<file path="config.mk">
export PLATFORM = sky130hd
export DESIGN_NAME = accel_orientation_remap
export DESIGN_NICKNAME = d
export VERILOG_FILES = /design/src/design/aor_pkg.sv /design/src/design/aor_front.sv /design/src/design/aor_queue.sv /design/src/design/aor_back.sv /design/src/design/accel_orientation_remap.sv
export VERILOG_INCLUDE_DIRS = /design/src /design/src/design
export SDC_FILE = /design/constraint.sdc
export NUM_CORES = 2
export LEC_CHECK = 0
export BUFFER_PORTS_ARGS = -buffer_cell sky130_fd_sc_hd__buf_4
export CAP_MARGIN = 30
export CORE_MARGIN = 3
export CORE_UTILIZATION = 50
export DETAILED_ROUTE_END_ITERATION = 6
export GPL_TIMING_DRIVEN = 0
export PLACE_DENSITY_LB_ADDON = 0.25
export SYNTH_ARGS = -nofsm -noshare
export SYNTH_HDL_FRONTEND = slang
export SYNTH_HIERARCHICAL = 1
export SYNTH_SLANG_ARGS = --single-unit
export TNS_END_PERCENT = 30
</file>
<file path="constraint.sdc">
create_clock -name clk -period 10.7 [get_ports clk]
set_input_delay 1.07 -clock clk [delete_from_list [all_inputs] [get_ports clk]]
set_output_delay 1.07 -clock clk [all_outputs]
set_load 0.005 [all_outputs]
</file>
<file path="src/design/accel_orientation_remap_macros.svh">
// Assertion macros shared by the accel_orientation_remap RTL.
// Each macro expects clk and rst_n in scope of the module that uses it.
`ifndef ACCEL_ORIENTATION_REMAP_MACROS_SVH
`define ACCEL_ORIENTATION_REMAP_MACROS_SVH

// Same-cycle implication, checked out of reset.
`define AOR_ASSERT_NOW(lbl, ante, cons, msg) \
    lbl: assert property (@(posedge clk) disable iff (!rst_n) (ante) |-> (cons)) \
        else $error(msg);

// Next-cycle implication, checked out of reset.
`define AOR_ASSERT_NEXT(lbl, ante, cons, msg) \
    lbl: assert property (@(posedge clk) disable iff (!rst_n) (ante) |=> (cons)) \
        else $error(msg);

`endif

</file>
<file path="src/design/aor_pkg.sv">
// Types, constants and table functions for the accelerometer orientation remap.
// No dependencies; used by every module of the block.
package aor_pkg;

    localparam int IN_W      = 10;   // raw sample field width
    localparam int VEC_W     = 11;   // remapped axis, holds the negated minimum
    localparam int OUT_W     = 15;   // Q8 g result width
    localparam int CNT_W     = 16;   // sample counter width
    localparam int TRIG_W    = 16;   // Q14 cos/sin width
    localparam int FACE_W    = 3;
    localparam int IDX_W     = 5;
    localparam int ADDR_W    = 5;
    localparam int DATA_W    = 32;
    localparam int REG_LSB   = 2;
    localparam int PROD_W    = VEC_W + TRIG_W;   // one tilt product
    localparam int TILT_W    = PROD_W + 1;       // sum of two products
    localparam int Q_SHIFT   = 7;                // power-of-two part of 896 and of 128/7
    localparam int NUM_W     = 19;               // numerator of the divide by 7
    localparam int RP_W      = 2 * NUM_W;        // reciprocal product
    localparam int RECIP_SHIFT = 21;
    localparam int QUO_W     = RP_W - RECIP_SHIFT;

    localparam int ROM_ENTRIES = 24;
    localparam logic [IDX_W-1:0] FALLBACK_ENTRY = 5'd7;

    // ceil(2^21 / 7): exact floor(n / 7) for every numerator below 2^18 + 1
    localparam logic [NUM_W-1:0] RECIP_7 = 19'd299594;
    localparam logic [QUO_W-1:0] DIV_BASE = 17'd7;

    localparam logic signed [OUT_W-1:0] Q8_MAX = 15'sh3FFF;
    localparam logic signed [OUT_W-1:0] Q8_MIN = 15'sh4000;
    localparam logic [QUO_W-1:0] Q8_MAG_POS = 17'd16383;
    localparam logic [QUO_W-1:0] Q8_MAG_NEG = 17'd16384;

    // configuration register indexes
    localparam logic [2:0] REG_LOG_ENABLE  = 3'd0;
    localparam logic [2:0] REG_SENSOR_ORNT = 3'd1;
    localparam logic [2:0] REG_FWD_FACE    = 3'd2;
    localparam logic [2:0] REG_UP_FACE     = 3'd3;
    localparam logic [2:0] REG_MOUNT_COS   = 3'd4;
    localparam logic [2:0] REG_MOUNT_SIN   = 3'd5;

    typedef logic signed [VEC_W-1:0] axis_t;

    typedef struct packed {
        axis_t a0;
        axis_t a1;
        axis_t a2;
    } vec_t;

    // one row of a signed permutation: which element, and whether to negate it
    typedef struct packed {
        logic [1:0] col;
        logic       neg;
    } tap_t;

    typedef struct packed {
        tap_t t0;
        tap_t t1;
        tap_t t2;
    } perm_t;

    localparam logic [1:0] COL_0 = 2'd0;
    localparam logic [1:0] COL_1 = 2'd1;
    localparam logic [1:0] COL_2 = 2'd2;

    localparam tap_t XP = '{col: COL_0, neg: 1'b0};
    localparam tap_t XN = '{col: COL_0, neg: 1'b1};
    localparam tap_t YP = '{col: COL_1, neg: 1'b0};
    localparam tap_t YN = '{col: COL_1, neg: 1'b1};
    localparam tap_t ZP = '{col: COL_2, neg: 1'b0};
    localparam tap_t ZN = '{col: COL_2, neg: 1'b1};

    // (forward face, upward face) for each orientation entry
    localparam logic [2*FACE_W-1:0] FACE_PAIRS [ROM_ENTRIES] = '{
        6'o02, 6'o03, 6'o04, 6'o05, 6'o12, 6'o13, 6'o14, 6'o15,
        6'o20, 6'o21, 6'o24, 6'o25, 6'o30, 6'o31, 6'o34, 6'o35,
        6'o40, 6'o41, 6'o42, 6'o43, 6'o50, 6'o51, 6'o52, 6'o53
    };

    function automatic perm_t rom_entry(logic [IDX_W-1:0] idx);
        perm_t m;
        unique case (idx)
            5'd0:    m = '{XN, ZN, YN};
            5'd1:    m = '{XN, ZP, YP};
            5'd2:    m = '{XN, YP, ZN};
            5'd3:    m = '{XN, YN, ZP};
            5'd4:    m = '{XP, ZP, YN};
            5'd5:    m = '{XP, ZN, YP};
            5'd6:    m = '{XP, YN, ZN};
            5'd7:    m = '{XP, YP, ZP};
            5'd8:    m = '{YP, ZP, XP};
            5'd9:    m = '{YP, ZN, XN};
            5'd10:   m = '{YP, XP, ZN};
            5'd11:   m = '{YP, XN, ZP};
            5'd12:   m = '{YN, ZN, XP};
            5'd13:   m = '{YN, ZP, XN};
            5'd14:   m = '{YN, XN, ZN};
            5'd15:   m = '{YN, XP, ZP};
            5'd16:   m = '{ZP, YN, XP};
            5'd17:   m = '{ZP, YP, XN};
            5'd18:   m = '{ZP, XN, YN};
            5'd19:   m = '{ZP, XP, YP};
            5'd20:   m = '{ZN, YP, XP};
            5'd21:   m = '{ZN, YN, XN};
            5'd22:   m = '{ZN, XP, YN};
            5'd23:   m = '{ZN, XN, YP};
            default: m = '{XP, YP, ZP};
        endcase
        return m;
    endfunction

    function automatic axis_t tap_val(vec_t v, tap_t t);
        axis_t s;
        unique case (t.col)
            COL_0:   s = v.a0;
            COL_1:   s = v.a1;
            default: s = v.a2;
        endcase
        return t.neg ? -s : s;
    endfunction

    function automatic vec_t apply_perm(perm_t m, vec_t v);
        vec_t o;
        o.a0 = tap_val(v, m.t0);
        o.a1 = tap_val(v, m.t1);
        o.a2 = tap_val(v, m.t2);
        return o;
    endfunction

    // first entry whose face pair matches, else the fallback entry
    function automatic logic [IDX_W-1:0] unit_index(logic [FACE_W-1:0] fwd,
                                                    logic [FACE_W-1:0] up);
        logic [IDX_W-1:0] idx;
        idx = FALLBACK_ENTRY;
        for (int i = ROM_ENTRIES - 1; i >= 0; i--) begin
            if (FACE_PAIRS[i] == {fwd, up}) begin
                idx = IDX_W'(i);
            end
        end
        return idx;
    endfunction

    // floor(num / 7) from the reciprocal product, with a one-step upward fix
    function automatic logic [QUO_W-1:0] div7_fix(logic [NUM_W-1:0] num,
                                                  logic [RP_W-1:0] rp);
        logic [QUO_W-1:0] q;
        logic [NUM_W:0]   q7;
        logic [NUM_W:0]   rem;
        q   = rp[RP_W-1:RECIP_SHIFT];
        q7  = (NUM_W+1)'({q, 3'b000}) - (NUM_W+1)'(q);
        rem = {1'b0, num} - q7;
        if (!rem[NUM_W] && (rem >= (NUM_W+1)'(DIV_BASE))) begin
            q = q + 1'b1;
        end
        return q;
    endfunction

    // apply sign to a magnitude quotient and clamp to the Q8 range
    function automatic logic signed [OUT_W-1:0] sat_q8(logic [QUO_W-1:0] q, logic neg);
        logic [QUO_W-1:0]        nq;
        logic signed [OUT_W-1:0] r;
        nq = QUO_W'(0) - q;
        if (neg) begin
            r = (q > Q8_MAG_NEG) ? Q8_MIN : nq[OUT_W-1:0];
        end else begin
            r = (q > Q8_MAG_POS) ? Q8_MAX : q[OUT_W-1:0];
        end
        return r;
    endfunction

endpackage

</file>
<file path="src/design/aor_front.sv">
// Front end: takes raw samples, drops them when logging is off, remaps the axes.
// Depends on aor_pkg for the orientation table and vector type.
module aor_front (
    input  logic                               clk,
    input  logic                               rst_n,
    input  logic                               push,
    output logic                               full,
    input  logic signed [aor_pkg::IN_W-1:0]    accel_x,
    input  logic signed [aor_pkg::IN_W-1:0]    accel_y,
    input  logic signed [aor_pkg::IN_W-1:0]    accel_z,
    input  logic                               log_enable,
    input  logic [aor_pkg::IDX_W-1:0]          sensor_orientation,
    input  logic [aor_pkg::FACE_W-1:0]         forward_face,
    input  logic [aor_pkg::FACE_W-1:0]         upward_face,
    output logic                               q_wr,
    output aor_pkg::vec_t                      q_data,
    input  logic                               q_full
);
    import aor_pkg::*;

    logic             front_valid_reg;
    logic             front_valid_next;
    vec_t             front_vec_reg;
    vec_t             raw_vec;
    vec_t             unit_vec;
    vec_t             veh_vec;
    axis_t            z_ext;
    logic [IDX_W-1:0] sidx;
    logic [IDX_W-1:0] uidx;
    logic             take;
    logic             accept;

    assign z_ext      = VEC_W'(accel_z);
    assign raw_vec.a0 = VEC_W'(accel_x);
    assign raw_vec.a1 = VEC_W'(accel_y);
    assign raw_vec.a2 = -z_ext;

    assign sidx = (sensor_orientation < IDX_W'(ROM_ENTRIES)) ? sensor_orientation
                                                             : FALLBACK_ENTRY;
    assign uidx = unit_index(forward_face, upward_face);

    assign unit_vec = apply_perm(rom_entry(sidx), raw_vec);
    assign veh_vec  = apply_perm(rom_entry(uidx), unit_vec);

    // hand the held beat on when the queue has room; refill in the same cycle
    assign take   = front_valid_reg && !q_full;
    assign full   = front_valid_reg && q_full;
    assign accept = push && !full;

    assign front_valid_next = (front_valid_reg && !take) || (accept && log_enable);

    always_ff @(posedge clk or negedge rst_n)
    begin
        if (!rst_n)
        begin
            front_valid_reg <= 1'b0;
        end
        else
        begin
            front_valid_reg <= front_valid_next;
        end
    end

    always_ff @(posedge clk)
    begin
        if (accept && log_enable)
        begin
            front_vec_reg <= veh_vec;
        end
    end

    assign q_wr   = take;
    assign q_data = front_vec_reg;

endmodule

</file>
<file path="src/design/aor_queue.sv">
// Short queue of remapped vectors between the front end and the tilt/scale back end.
// Depends on aor_pkg for the vector type and on the shared assertion macros.
`include "accel_orientation_remap_macros.svh"

module aor_queue #(
    parameter int DEPTH = 2
) (
    input  logic          clk,
    input  logic          rst_n,
    input  logic          wr,
    input  aor_pkg::vec_t wr_data,
    output logic          full,
    input  logic          rd,
    output aor_pkg::vec_t rd_data,
    output logic          empty
);
    localparam int PTR_W = (DEPTH > 1) ? $clog2(DEPTH) : 1;
    localparam int LVL_W = $clog2(DEPTH + 1);
    localparam logic [PTR_W-1:0] LAST = PTR_W'(DEPTH - 1);
    localparam logic [LVL_W-1:0] LVL_FULL = LVL_W'(DEPTH);

    aor_pkg::vec_t    slot_reg [DEPTH];
    logic [PTR_W-1:0] wr_ptr_reg;
    logic [PTR_W-1:0] rd_ptr_reg;
    logic [LVL_W-1:0] level_reg;
    logic [LVL_W-1:0] level_next;

    assign full    = (level_reg == LVL_FULL);
    assign empty   = (level_reg == '0);
    assign rd_data = slot_reg[rd_ptr_reg];

    always_comb
    begin
        level_next = level_reg;
        if (wr && !rd)
        begin
            level_next = level_reg + 1'b1;
        end
        else if (rd && !wr)
        begin
            level_next = level_reg - 1'b1;
        end
    end

    always_ff @(posedge clk or negedge rst_n)
    begin
        if (!rst_n)
        begin
            wr_ptr_reg <= '0;
            rd_ptr_reg <= '0;
            level_reg  <= '0;
        end
        else
        begin
            level_reg <= level_next;
            if (wr)
            begin
                wr_ptr_reg <= (wr_ptr_reg == LAST) ? '0 : wr_ptr_reg + 1'b1;
            end
            if (rd)
            begin
                rd_ptr_reg <= (rd_ptr_reg == LAST) ? '0 : rd_ptr_reg + 1'b1;
            end
        end
    end

    always_ff @(posedge clk)
    begin
        if (wr)
        begin
            slot_reg[wr_ptr_reg] <= wr_data;
        end
    end

    `AOR_ASSERT_NOW(a_no_overfill, wr, !full || rd, "queue written while full")
    `AOR_ASSERT_NOW(a_no_underrun, rd, !empty, "queue read while empty")
    `AOR_ASSERT_NOW(a_level_bound, 1'b1, level_reg <= LVL_FULL, "queue level beyond depth")

endmodule

</file>
<file path="src/design/aor_back.sv">
// Back end: mount-tilt rotation, divide to Q8 g, saturation, result register and counter.
// Depends on aor_pkg for arithmetic helpers and on the shared assertion macros.
`include "accel_orientation_remap_macros.svh"

module aor_back (
    input  logic                                clk,
    input  logic                                rst_n,
    input  aor_pkg::vec_t                       q_data,
    input  logic                                q_empty,
    output logic                                q_rd,
    input  logic signed [aor_pkg::TRIG_W-1:0]   mount_cos,
    input  logic signed [aor_pkg::TRIG_W-1:0]   mount_sin,
    output logic                                empty,
    input  logic                                pop,
    output logic signed [aor_pkg::OUT_W-1:0]    forward_g,
    output logic signed [aor_pkg::OUT_W-1:0]    right_g,
    output logic signed [aor_pkg::OUT_W-1:0]    down_g,
    output logic [aor_pkg::CNT_W-1:0]           sample_number
);
    import aor_pkg::*;

    typedef enum logic [4:0] {
        ST_IDLE = 5'b00001,
        ST_TILT = 5'b00010,
        ST_DIVF = 5'b00100,
        ST_DIVD = 5'b01000,
        ST_DONE = 5'b10000
    } back_state_t;

    back_state_t state_reg;
    back_state_t state_next;

    axis_t                    fwd_reg;
    axis_t                    dn_reg;
    logic signed [PROD_W-1:0] p0_reg;
    logic signed [PROD_W-1:0] p1_reg;
    logic [RP_W-1:0]          rp_reg;
    logic [NUM_W-1:0]         nr_reg;
    logic [NUM_W-1:0]         nf_reg;
    logic [NUM_W-1:0]         nd_reg;
    logic                     neg_r_reg;
    logic                     neg_f_reg;
    logic                     neg_d_reg;
    logic [QUO_W-1:0]         qr_reg;
    logic [QUO_W-1:0]         qf_reg;

    logic                     out_valid_reg;
    logic signed [OUT_W-1:0]  fwd_g_reg;
    logic signed [OUT_W-1:0]  right_g_reg;
    logic signed [OUT_W-1:0]  down_g_reg;
    logic [CNT_W-1:0]         sample_cnt_reg;

    axis_t                    op_a0;
    axis_t                    op_a1;
    logic signed [TRIG_W-1:0] op_b0;
    logic signed [TRIG_W-1:0] op_b1;
    logic signed [PROD_W-1:0] mul0;
    logic signed [PROD_W-1:0] mul1;
    logic [NUM_W-1:0]         div_in;
    logic [RP_W-1:0]          rp_w;

    logic signed [TILT_W-1:0] tilt_f;
    logic signed [TILT_W-1:0] tilt_d;
    logic [TILT_W-1:0]        mag_f;
    logic [TILT_W-1:0]        mag_d;
    logic [VEC_W-1:0]         mag_r;
    logic [NUM_W-1:0]         num_r;
    logic                     load_out;

    // operand select for the two tilt multipliers
    always_comb
    begin
        if (state_reg == ST_IDLE)
        begin
            op_a0 = q_data.a0;
            op_b0 = mount_cos;
            op_a1 = q_data.a2;
            op_b1 = mount_sin;
        end
        else
        begin
            op_a0 = fwd_reg;
            op_b0 = mount_sin;
            op_a1 = dn_reg;
            op_b1 = mount_cos;
        end
    end

    assign mul0 = PROD_W'(op_a0) * PROD_W'(op_b0);
    assign mul1 = PROD_W'(op_a1) * PROD_W'(op_b1);

    // shared reciprocal multiplier: right, then forward, then down
    always_comb
    begin
        case (state_reg)
            ST_TILT: div_in = nr_reg;
            ST_DIVF: div_in = nf_reg;
            default: div_in = nd_reg;
        endcase
    end

    assign rp_w = RP_W'(div_in) * RP_W'(RECIP_7);

    assign tilt_f = TILT_W'(p0_reg) - TILT_W'(p1_reg);
    assign tilt_d = TILT_W'(p0_reg) + TILT_W'(p1_reg);
    assign mag_f  = tilt_f[TILT_W-1] ? TILT_W'(-tilt_f) : TILT_W'(tilt_f);
    assign mag_d  = tilt_d[TILT_W-1] ? TILT_W'(-tilt_d) : TILT_W'(tilt_d);
    assign mag_r  = q_data.a1[VEC_W-1] ? VEC_W'(-q_data.a1) : VEC_W'(q_data.a1);
    assign num_r  = NUM_W'({mag_r, {Q_SHIFT{1'b0}}});

    assign load_out = (state_reg == ST_DONE) && (!out_valid_reg || pop);
    assign q_rd     = (state_reg == ST_IDLE) && !q_empty;

    always_comb
    begin
        state_next = state_reg;
        unique case (state_reg)
            ST_IDLE: if (!q_empty) state_next = ST_TILT;
            ST_TILT: state_next = ST_DIVF;
            ST_DIVF: state_next = ST_DIVD;
            ST_DIVD: state_next = ST_DONE;
            ST_DONE: if (load_out) state_next = ST_IDLE;
            default: state_next = ST_IDLE;
        endcase
    end

    always_ff @(posedge clk or negedge rst_n)
    begin
        if (!rst_n)
        begin
            state_reg      <= ST_IDLE;
            out_valid_reg  <= 1'b0;
            sample_cnt_reg <= '0;
        end
        else
        begin
            state_reg <= state_next;
            if (load_out)
            begin
                out_valid_reg  <= 1'b1;
                sample_cnt_reg <= sample_cnt_reg + 1'b1;
            end
            else if (pop)
            begin
                out_valid_reg <= 1'b0;
            end
        end
    end

    always_ff @(posedge clk)
    begin
        case (state_reg)
            ST_IDLE:
            begin
                if (!q_empty)
                begin
                    fwd_reg   <= q_data.a0;
                    dn_reg    <= q_data.a2;
                    nr_reg    <= num_r;
                    neg_r_reg <= q_data.a1[VEC_W-1];
                    p0_reg    <= mul0;
                    p1_reg    <= mul1;
                end
            end
            ST_TILT:
            begin
                nf_reg    <= mag_f[NUM_W+Q_SHIFT-1:Q_SHIFT];
                neg_f_reg <= tilt_f[TILT_W-1];
                p0_reg    <= mul0;
                p1_reg    <= mul1;
                rp_reg    <= rp_w;
            end
            ST_DIVF:
            begin
                nd_reg    <= mag_d[NUM_W+Q_SHIFT-1:Q_SHIFT];
                neg_d_reg <= tilt_d[TILT_W-1];
                qr_reg    <= div7_fix(nr_reg, rp_reg);
                rp_reg    <= rp_w;
            end
            ST_DIVD:
            begin
                qf_reg <= div7_fix(nf_reg, rp_reg);
                rp_reg <= rp_w;
            end
            default:
            begin
                if (load_out)
                begin
                    fwd_g_reg   <= sat_q8(qf_reg, neg_f_reg);
                    right_g_reg <= sat_q8(qr_reg, neg_r_reg);
                    down_g_reg  <= sat_q8(div7_fix(nd_reg, rp_reg), neg_d_reg);
                end
            end
        endcase
    end

    assign empty         = !out_valid_reg;
    assign forward_g     = fwd_g_reg;
    assign right_g       = right_g_reg;
    assign down_g        = down_g_reg;
    assign sample_number = sample_cnt_reg;

    `AOR_ASSERT_NEXT(a_result_not_overwritten, (state_reg == ST_DONE) && out_valid_reg && !pop, state_reg == ST_DONE, "result register overwritten")
    `AOR_ASSERT_NEXT(a_count_per_result, load_out, sample_cnt_reg == CNT_W'($past(sample_cnt_reg) + 1'b1), "counter missed a result")

endmodule

</file>
<file path="src/design/accel_orientation_remap.sv">
// accel_orientation_remap: accelerometer axis remap, mount tilt and Q8 g scaling.
// An accepted beat passes the front-end register, the queue and the back end's tilt,
// divide and done states; the back end takes a new beat only once its result is loaded.
// The front end takes a new beat every cycle while the queue has room.
// Reset (rst_n low, asynchronous): registers return to their reset values, queues empty,
// sample counter zero. Depends on aor_pkg, aor_front, aor_queue and aor_back.
module accel_orientation_remap #(
    parameter int QUEUE_DEPTH = 2
) (
    input  logic                               clk,
    input  logic                               rst_n,
    // configuration port
    input  logic                               psel,
    input  logic                               penable,
    input  logic                               pwrite,
    input  logic [aor_pkg::ADDR_W-1:0]         paddr,
    input  logic [aor_pkg::DATA_W-1:0]         pwdata,
    output logic [aor_pkg::DATA_W-1:0]         prdata,
    output logic                               pready,
    // sample side
    input  logic                               push,
    output logic                               full,
    input  logic signed [aor_pkg::IN_W-1:0]    accel_x,
    input  logic signed [aor_pkg::IN_W-1:0]    accel_y,
    input  logic signed [aor_pkg::IN_W-1:0]    accel_z,
    // result side
    output logic                               empty,
    input  logic                               pop,
    output logic signed [aor_pkg::OUT_W-1:0]   forward_g,
    output logic signed [aor_pkg::OUT_W-1:0]   right_g,
    output logic signed [aor_pkg::OUT_W-1:0]   down_g,
    output logic [aor_pkg::CNT_W-1:0]          sample_number
);
    import aor_pkg::*;

    // configuration registers
    logic                     log_enable_reg;
    logic [IDX_W-1:0]         sensor_orientation_reg;
    logic [FACE_W-1:0]        forward_face_reg;
    logic [FACE_W-1:0]        upward_face_reg;
    logic signed [TRIG_W-1:0] mount_cos_reg;
    logic signed [TRIG_W-1:0] mount_sin_reg;

    logic                     cfg_wr;
    logic [2:0]               reg_sel;

    // front-to-back queue
    logic q_wr;
    logic q_full;
    logic q_rd;
    logic q_empty;
    vec_t q_wr_data;
    vec_t q_rd_data;

    // Register writes complete in the access phase; no wait states.
    assign pready  = 1'b1;
    assign cfg_wr  = psel && penable && pwrite && pready;
    assign reg_sel = paddr[ADDR_W-1:REG_LSB];

    always_ff @(posedge clk or negedge rst_n)
    begin
        if (!rst_n)
        begin
            log_enable_reg         <= 1'b0;
            sensor_orientation_reg <= 5'd7;
            forward_face_reg       <= 3'd1;
            upward_face_reg        <= 3'd5;
            mount_cos_reg          <= 16'sh4000;
            mount_sin_reg          <= 16'sh0000;
        end
        else if (cfg_wr)
        begin
            // mask each write to the register's width; drop writes past the last register
            unique case (reg_sel)
                REG_LOG_ENABLE:  log_enable_reg         <= pwdata[0];
                REG_SENSOR_ORNT: sensor_orientation_reg <= pwdata[IDX_W-1:0];
                REG_FWD_FACE:    forward_face_reg       <= pwdata[FACE_W-1:0];
                REG_UP_FACE:     upward_face_reg        <= pwdata[FACE_W-1:0];
                REG_MOUNT_COS:   mount_cos_reg          <= pwdata[TRIG_W-1:0];
                REG_MOUNT_SIN:   mount_sin_reg          <= pwdata[TRIG_W-1:0];
                default:         ;
            endcase
        end
    end

    // read back the raw register bits, zero-extended
    always_comb
    begin
        unique case (reg_sel)
            REG_LOG_ENABLE:  prdata = DATA_W'(log_enable_reg);
            REG_SENSOR_ORNT: prdata = DATA_W'(sensor_orientation_reg);
            REG_FWD_FACE:    prdata = DATA_W'(forward_face_reg);
            REG_UP_FACE:     prdata = DATA_W'(upward_face_reg);
            REG_MOUNT_COS:   prdata = DATA_W'($unsigned(mount_cos_reg));
            REG_MOUNT_SIN:   prdata = DATA_W'($unsigned(mount_sin_reg));
            default:         prdata = '0;
        endcase
    end

    // Front end: drop beats while logging is off, remap sensor -> unit -> vehicle axes.
    aor_front u_front (
        .clk                (clk),
        .rst_n              (rst_n),
        .push               (push),
        .full               (full),
        .accel_x            (accel_x),
        .accel_y            (accel_y),
        .accel_z            (accel_z),
        .log_enable         (log_enable_reg),
        .sensor_orientation (sensor_orientation_reg),
        .forward_face       (forward_face_reg),
        .upward_face        (upward_face_reg),
        .q_wr               (q_wr),
        .q_data             (q_wr_data),
        .q_full             (q_full)
    );

    // Decouple the front end from the back end, which steps through its states for each beat.
    aor_queue #(
        .DEPTH (QUEUE_DEPTH)
    ) u_queue (
        .clk     (clk),
        .rst_n   (rst_n),
        .wr      (q_wr),
        .wr_data (q_wr_data),
        .full    (q_full),
        .rd      (q_rd),
        .rd_data (q_rd_data),
        .empty   (q_empty)
    );

    // Back end: tilt by the mount angle, divide to Q8 g, saturate, hold the result.
    aor_back u_back (
        .clk           (clk),
        .rst_n         (rst_n),
        .q_data        (q_rd_data),
        .q_empty       (q_empty),
        .q_rd          (q_rd),
        .mount_cos     (mount_cos_reg),
        .mount_sin     (mount_sin_reg),
        .empty         (empty),
        .pop           (pop),
        .forward_g     (forward_g),
        .right_g       (right_g),
        .down_g        (down_g),
        .sample_number (sample_number)
    );

endmodule
</file>
Word level (Yosys, flattened, before mapping)
Memory sizes are Yosys's and may differ from the RTL's. Index checks and enable logic that the tools add are counted.

Memories: 3. Logic and storage cells: 242. Register bits: 348. RAM bits: 66. Input bits: 74. Memory bits (read-only): 576. Output and inout bits: 96.

Memory list: (name not given) (words 32, width 9, rd ports 1, clocked after memory_dff 0, wr ports 0, line aor_pkg.sv:83) `unique case (idx)`; (name not given) (words 32, width 9, rd ports 1, clocked after memory_dff 0, wr ports 0, line aor_pkg.sv:83); u_queue.slot_reg (words 2, width 33, rd ports 1, clocked after memory_dff 0, wr ports 1, line aor_queue.sv:22) `aor_pkg::vec_t slot_reg [DEPTH];`.

Add/sub/neg operators: 25. Magnitude comparators: 10. Bitwise gates (word level): 2. Multipliers: 3. Equality and inequality tests: 43. Reduce and logical (&&, ||, !) cells: 48. Mux-type cells: 75.

Operators with widths (number): $mux W15 (9); $mux W5 (27); $pmux W11 S2 (6); $pmux W27 S2 (2); $pmux W16 S6 (1); $mux W11 (8); $mux W17 (5); $neg A11 Y11 (7); $ge A20 B3 Y1 const B (3); $mul A11 B16 Y27 (2); $mux W27 (2); $mux W26 (2); $neg A26 Y26 (2); $gt A17 B14 Y1 const B (3); $gt A17 B15 Y1 const B (3); $eq A5 B6 Y1 const A (8); $eq A6 B6 Y1 const A (8); $sub A1 B15 Y15 const A (3); $sub A19 B20 Y20 (2); $pmux W19 S2 (1); $mul A19 B18 Y37 const B (1); $mux W16 (2); $add A27 B27 Y28 (1); $sub A27 B27 Y28 (1); 38 further kinds (97).

Longest topological paths before layout
An unclocked memory read counts as a cell.

Depth in word-level cells: 30. Gate-level depth with buffers: 36. Gate-level depth less buffers: 31.

Modules after synthesis
Netlist, hierarchy kept.

Modules (own cells, without submodules): aor_back (times used 1, cells an instance 3781, area each 35146.2 um^2, sequential area each 7278.2 um^2); aor_front (times used 1, cells an instance 682, area each 5470.2 um^2, sequential area each 1016.0 um^2); aor_queue (times used 1, cells an instance 119, area each 2720.1 um^2, sequential area each 2082.0 um^2); accel_orientation_remap (times used 1, cells an instance 171, area each 2367.3 um^2, sequential area each 1109.8 um^2).

Worst setup path before layout
No wires, ideal clock.

Path kind: register -> register. Start: register u_back.state_reg[3]. End: register u_back.rp_reg[37], data pin. Period minus slack after synthesis: 8.022 ns. Stages on the path, launching flop included: 25. Setup time: 0.258 ns. Required time: 10.442 ns. Slack: 2.678 ns. Data arrival time: 7.764 ns. Path through: dfrtp_1 -> nor4b_1 -> and2_1 -> clkbuf_1 -> clkbuf_1 -> o21ai_0 -> ha_1 -> inv_1 -> fa_1 -> fa_1 -> inv_1 -> fa_1 -> fa_1 -> ha_1 -> a211oi_1 -> o211ai_1 -> nand4_1 -> a31oi_1 -> a41o_1 -> o21a_1 -> o211ai_1 -> a211oi_1 -> a211o_1 -> a21oi_1 -> xnor2_1.

Word-level cells in the longest chain between the ends: 3.

Ends and longest elaborated chain: start: declaration (line aor_back.sv:30) `back_state_t state_reg;`; start signal: assignment (line aor_back.sv:137) `state_reg <= state_next;`; $eq A5 B3 Y1 or $eq A5 B2 Y1 (tied branches) (line aor_back.sv:95) `case (state_reg)`; $pmux W19 S2 (*) (line aor_back.sv:95); $mul A19 B18 Y37 (*) (line aor_back.sv:102) `assign rp_w = RP_W'(div_in) * RP_W'(RECIP_7);`; net u_back.rp_w[37] (line aor_back.sv:60) `logic [RP_W-1:0] rp_w;`; end signal: assignment (line aor_back.sv:171) `rp_reg <= rp_w;`; end signal: assignment (line aor_back.sv:178) `rp_reg <= rp_w;`; end signal: assignment (line aor_back.sv:183) `rp_reg <= rp_w;`; end: declaration (line aor_back.sv:37) `logic [RP_W-1:0] rp_reg;`.

The timed path passes the listed nets; every way through them passes the cells marked *. A chain may end at the register's enable or synchronous reset.

Worst setup path after layout
Start: register u_back.state_reg[1]. End: register u_back.p0_reg[23], data pin.

Word-level cells in the longest chain between the ends: 5.

Ends and longest elaborated chain: $eq A5 B1 Y1 (*) (line aor_back.sv:73) `if (state_reg == ST_IDLE)`; $mux W11 or $mux W16 (tied branches) (line aor_back.sv:73); $mul A11 B16 Y27 (*) (line aor_back.sv:89) `assign mul0 = PROD_W'(op_a0) * PROD_W'(op_b0);`; net u_back.mul0[23] (line aor_back.sv:57) `logic signed [PROD_W-1:0] mul0;`; $mux W27 (line aor_back.sv:155) `if (!q_empty)`; $pmux W27 S2 (*) (line aor_back.sv:152) `case (state_reg)`; end signal: assignment (line aor_back.sv:161) `p0_reg <= mul0;`; end signal: assignment (line aor_back.sv:169) `p0_reg <= mul0;`; end: declaration (line aor_back.sv:35) `logic signed [PROD_W-1:0] p0_reg;`.

The timed path passes the listed nets; every way through them passes the cells marked *. The select of a mux whose other input is x is not followed.

==> out/qor.txt <==
Top FF cell, synth: edfxtp_1
DR DRC count: 0
Post-synthesis mux area share: 0.0572
Worst path most repeated cell: fa_1
Fillers: 8082
Slew @ Worst Pin: 1040 ps
Crit-path max cell delay: 740 ps
Synth Cell Area: 45700 um2
Post-Route WL: 122000 um
Number of synthesized register bits: 394
Vias per cell: 5.78
Largest net degree at the start of global routing: 62
Die span in y: 308 um
Slew margin rel.: 0.289
CP Max Fanout: 10
Maximum root-to-sink buffer count: 3
Row cnt: 110
Post-synth EDFFs: 323
Postcts setup bufs: 0
Clock sinks: 394
WS Path Type: reg2reg
Netlist cell types: 139
Total GRT Usage: 0.257
Slew Limit Fails: 0
Placed instance area: 48500 um2
Arr. time, crit path: 9880 ps
Crit path buffers/inverters: 8
DP HPWL: 99800 um
Vias: 35700
DRT iter0 DRCs: 3263
Port buffer count: 128
Slowest-stage cell, CP: clkbuf_1
Final setup viols: 0
Crit end category: register
Synth Area in Compound Gates: 0.124
Max FFs per register: 66
Syn. warnings: 6
Worst path top cell family by delay: adder cells
Hold buffers post-CTS: 0
RSZ-0062 raised after global routing: no
Total gr overflow: 0
Skew final: 38.6 ps
Pre-Repair DR Iteration Count: 6
Die Wd: 308 um
Post-Synth XOR/XNOR Area: 0.0641
Initial antenna violation count: 0
H-Tree Depth: 2
ANT nets after route: 0
Routed len/inst: 19.8 um
Clock period minus worst slack: 9580 ps
Clock Latency Late Sink: 650 ps
Core area: 90300 um2
Simple-Gate Fraction of Synth Area: 0.149
Ys async rst share: 0.180
Mean Syn Cell Area: 9.62 um2
Number of max-cap violations: 0
Post-route cell area: 50100 um2
Vias in the first global route: 35000
CTS Buf Count: 47
Final Hold Fails: 0
Worst Path Required: 11010 ps
First-pass GRT wire length: 193000 um
Achievable Freq: 104 MHz
Tightest Hold Check Type: in2async
Post-route setup TNS: 0 ps
Layout cells sized above 1: 0.110
Status: finished clean
Starting density of the core: 0.506
Final GP Congestion: 0.989
Sequential share of the synthesized area: 0.251
CTS tree: built
Final period util: 0.895
Reg clk slew, reported paths: 60 ps
Gates resized, CTS repair: 0
Die Footprint: 95100 um2
Crit start category: register
Syn-to-layout area delta: 9.56%
# IOs: 170
Most frequent cells in the layout: 645 x inv_1, 422 x nor2_1, 400 x nand2_1
Main combinational cell family by area after synthesis: adder cells
Post-Synthesis Cells: 4753
Clock root cell: clkbuf_16
Nets: 5811
Fraction of the mapped netlist area in adder cells: 0.279
Util after Layout: 0.555
Commonest non-fill, non-tap cell in the layout: inv_1
[path summary, 6_finish.rpt]
path / slack, ps / cells past startpoint / end / start
max: 1120 / 29 / u_back/p0_reg[23] / u_back/state_reg[1]
min: 280 / 1 / forward_face_reg[1] / rst_n
max reg2reg: 1120 / 29 / u_back/p0_reg[23] / u_back/state_reg[1]
min reg2reg: 430 / 0 / u_queue/slot_reg[1][26] / u_front/q_data[26]
max in group asynchronous: 9780 / 2 / mount_cos_reg[14] / rst_n
min in group clk: 430 / 0 / u_queue/slot_reg[1][26] / u_front/q_data[26]
[layout make-up]
class	count	area [um2]	share of cell area
plain buffers	183	1010	0.0201
flip-flops and latches	394	11500	0.229
well taps	1176	1470	0.0294
inverters	647	2430	0.0485
diodes	1	2.50	0.0000500
clock inverters	35	393	0.00785
clock buffers	53	1210	0.0241
multi-input cells	3544	30900	0.617
repair buffers	146	1190	0.0239
[layer usage]
layer	GRT usage	wire length (um)	up-vias
met5	0	0	-
met4	0.0946	4540	0
met3	0.0340	8440	217
met2	0.414	56300	1313
met1	0.355	53100	17400
li1	-	-	16800
[cell usage after synthesis, types with 15 or more instances]
cell	instances	area (um2)
nand3_1	64	320
a22oi_1	19	143
a2111oi_0	15	131
xor2_1	72	631
nor2_1	424	1590
nand2b_1	60	375
mux2_4	49	736
o211ai_1	21	158
buf_2	25	125
nor3_1	93	465
a211oi_1	27	203
mux2_2	81	912
a21o_1	37	278
o31ai_1	19	143
a31oi_1	43	269
a221oi_1	22	193
mux2i_1	92	921
edfxtp_1	323	9700
xnor2_1	251	2200
clkbuf_1	108	405
nand4_1	38	238
nor2b_1	36	225
o21a_1	27	203
nand2_1	400	1500
or3_1	49	307
fa_1	396	7930
nor4_1	28	175
ha_1	378	4730
dfrtp_1	63	1580
and3_1	37	231
o21ai_0	157	786
and2_1	36	225
a21oi_1	150	751
o311ai_0	28	245
or2_2	30	188
buf_4	20	150
inv_1	645	2420
[cells by family (layout without fill, tap and decap cells)]
logic type / count (synthesis) / in the layout
adder cells (fa/ha/maj): 784 / 784
flip-flops: 394 / 394
multiplexers: 224 / 224
XOR/XNOR: 328 / 328
other: 2 / 18
AO/OA/AOI/OAI: 794 / 794
AND/OR/NAND/NOR: 1397 / 1397
buffers and inverters: 830 / 1064
[worst reg2reg max path, delay by kind of cell (launching register included)]
family | cells | cell delay (ps)
muxes | 1 | 730
DFF | 1 | 320
xor gates and xnor gates | 1 | 630
AOI/OAI and AO/OA | 7 | 1380
and+or+nand+nor | 6 | 980
buffers and inverters | 8 | 2360
adders and majority gates | 6 | 2830
[stage by stage]
stage	setup slack (ps)	hold slack [ps]	cells
after floorplan	2680	421	4768
after global placement	47.5	423	6072
after detailed placement	1300	430	6089
after CTS	1250	249	6177
after global routing	462	268	6178
final	1120	280	6179
Power is left out: the tool's default activity adds up to more than one toggle a clock period on the data nets, which glitch-free logic cannot reach.
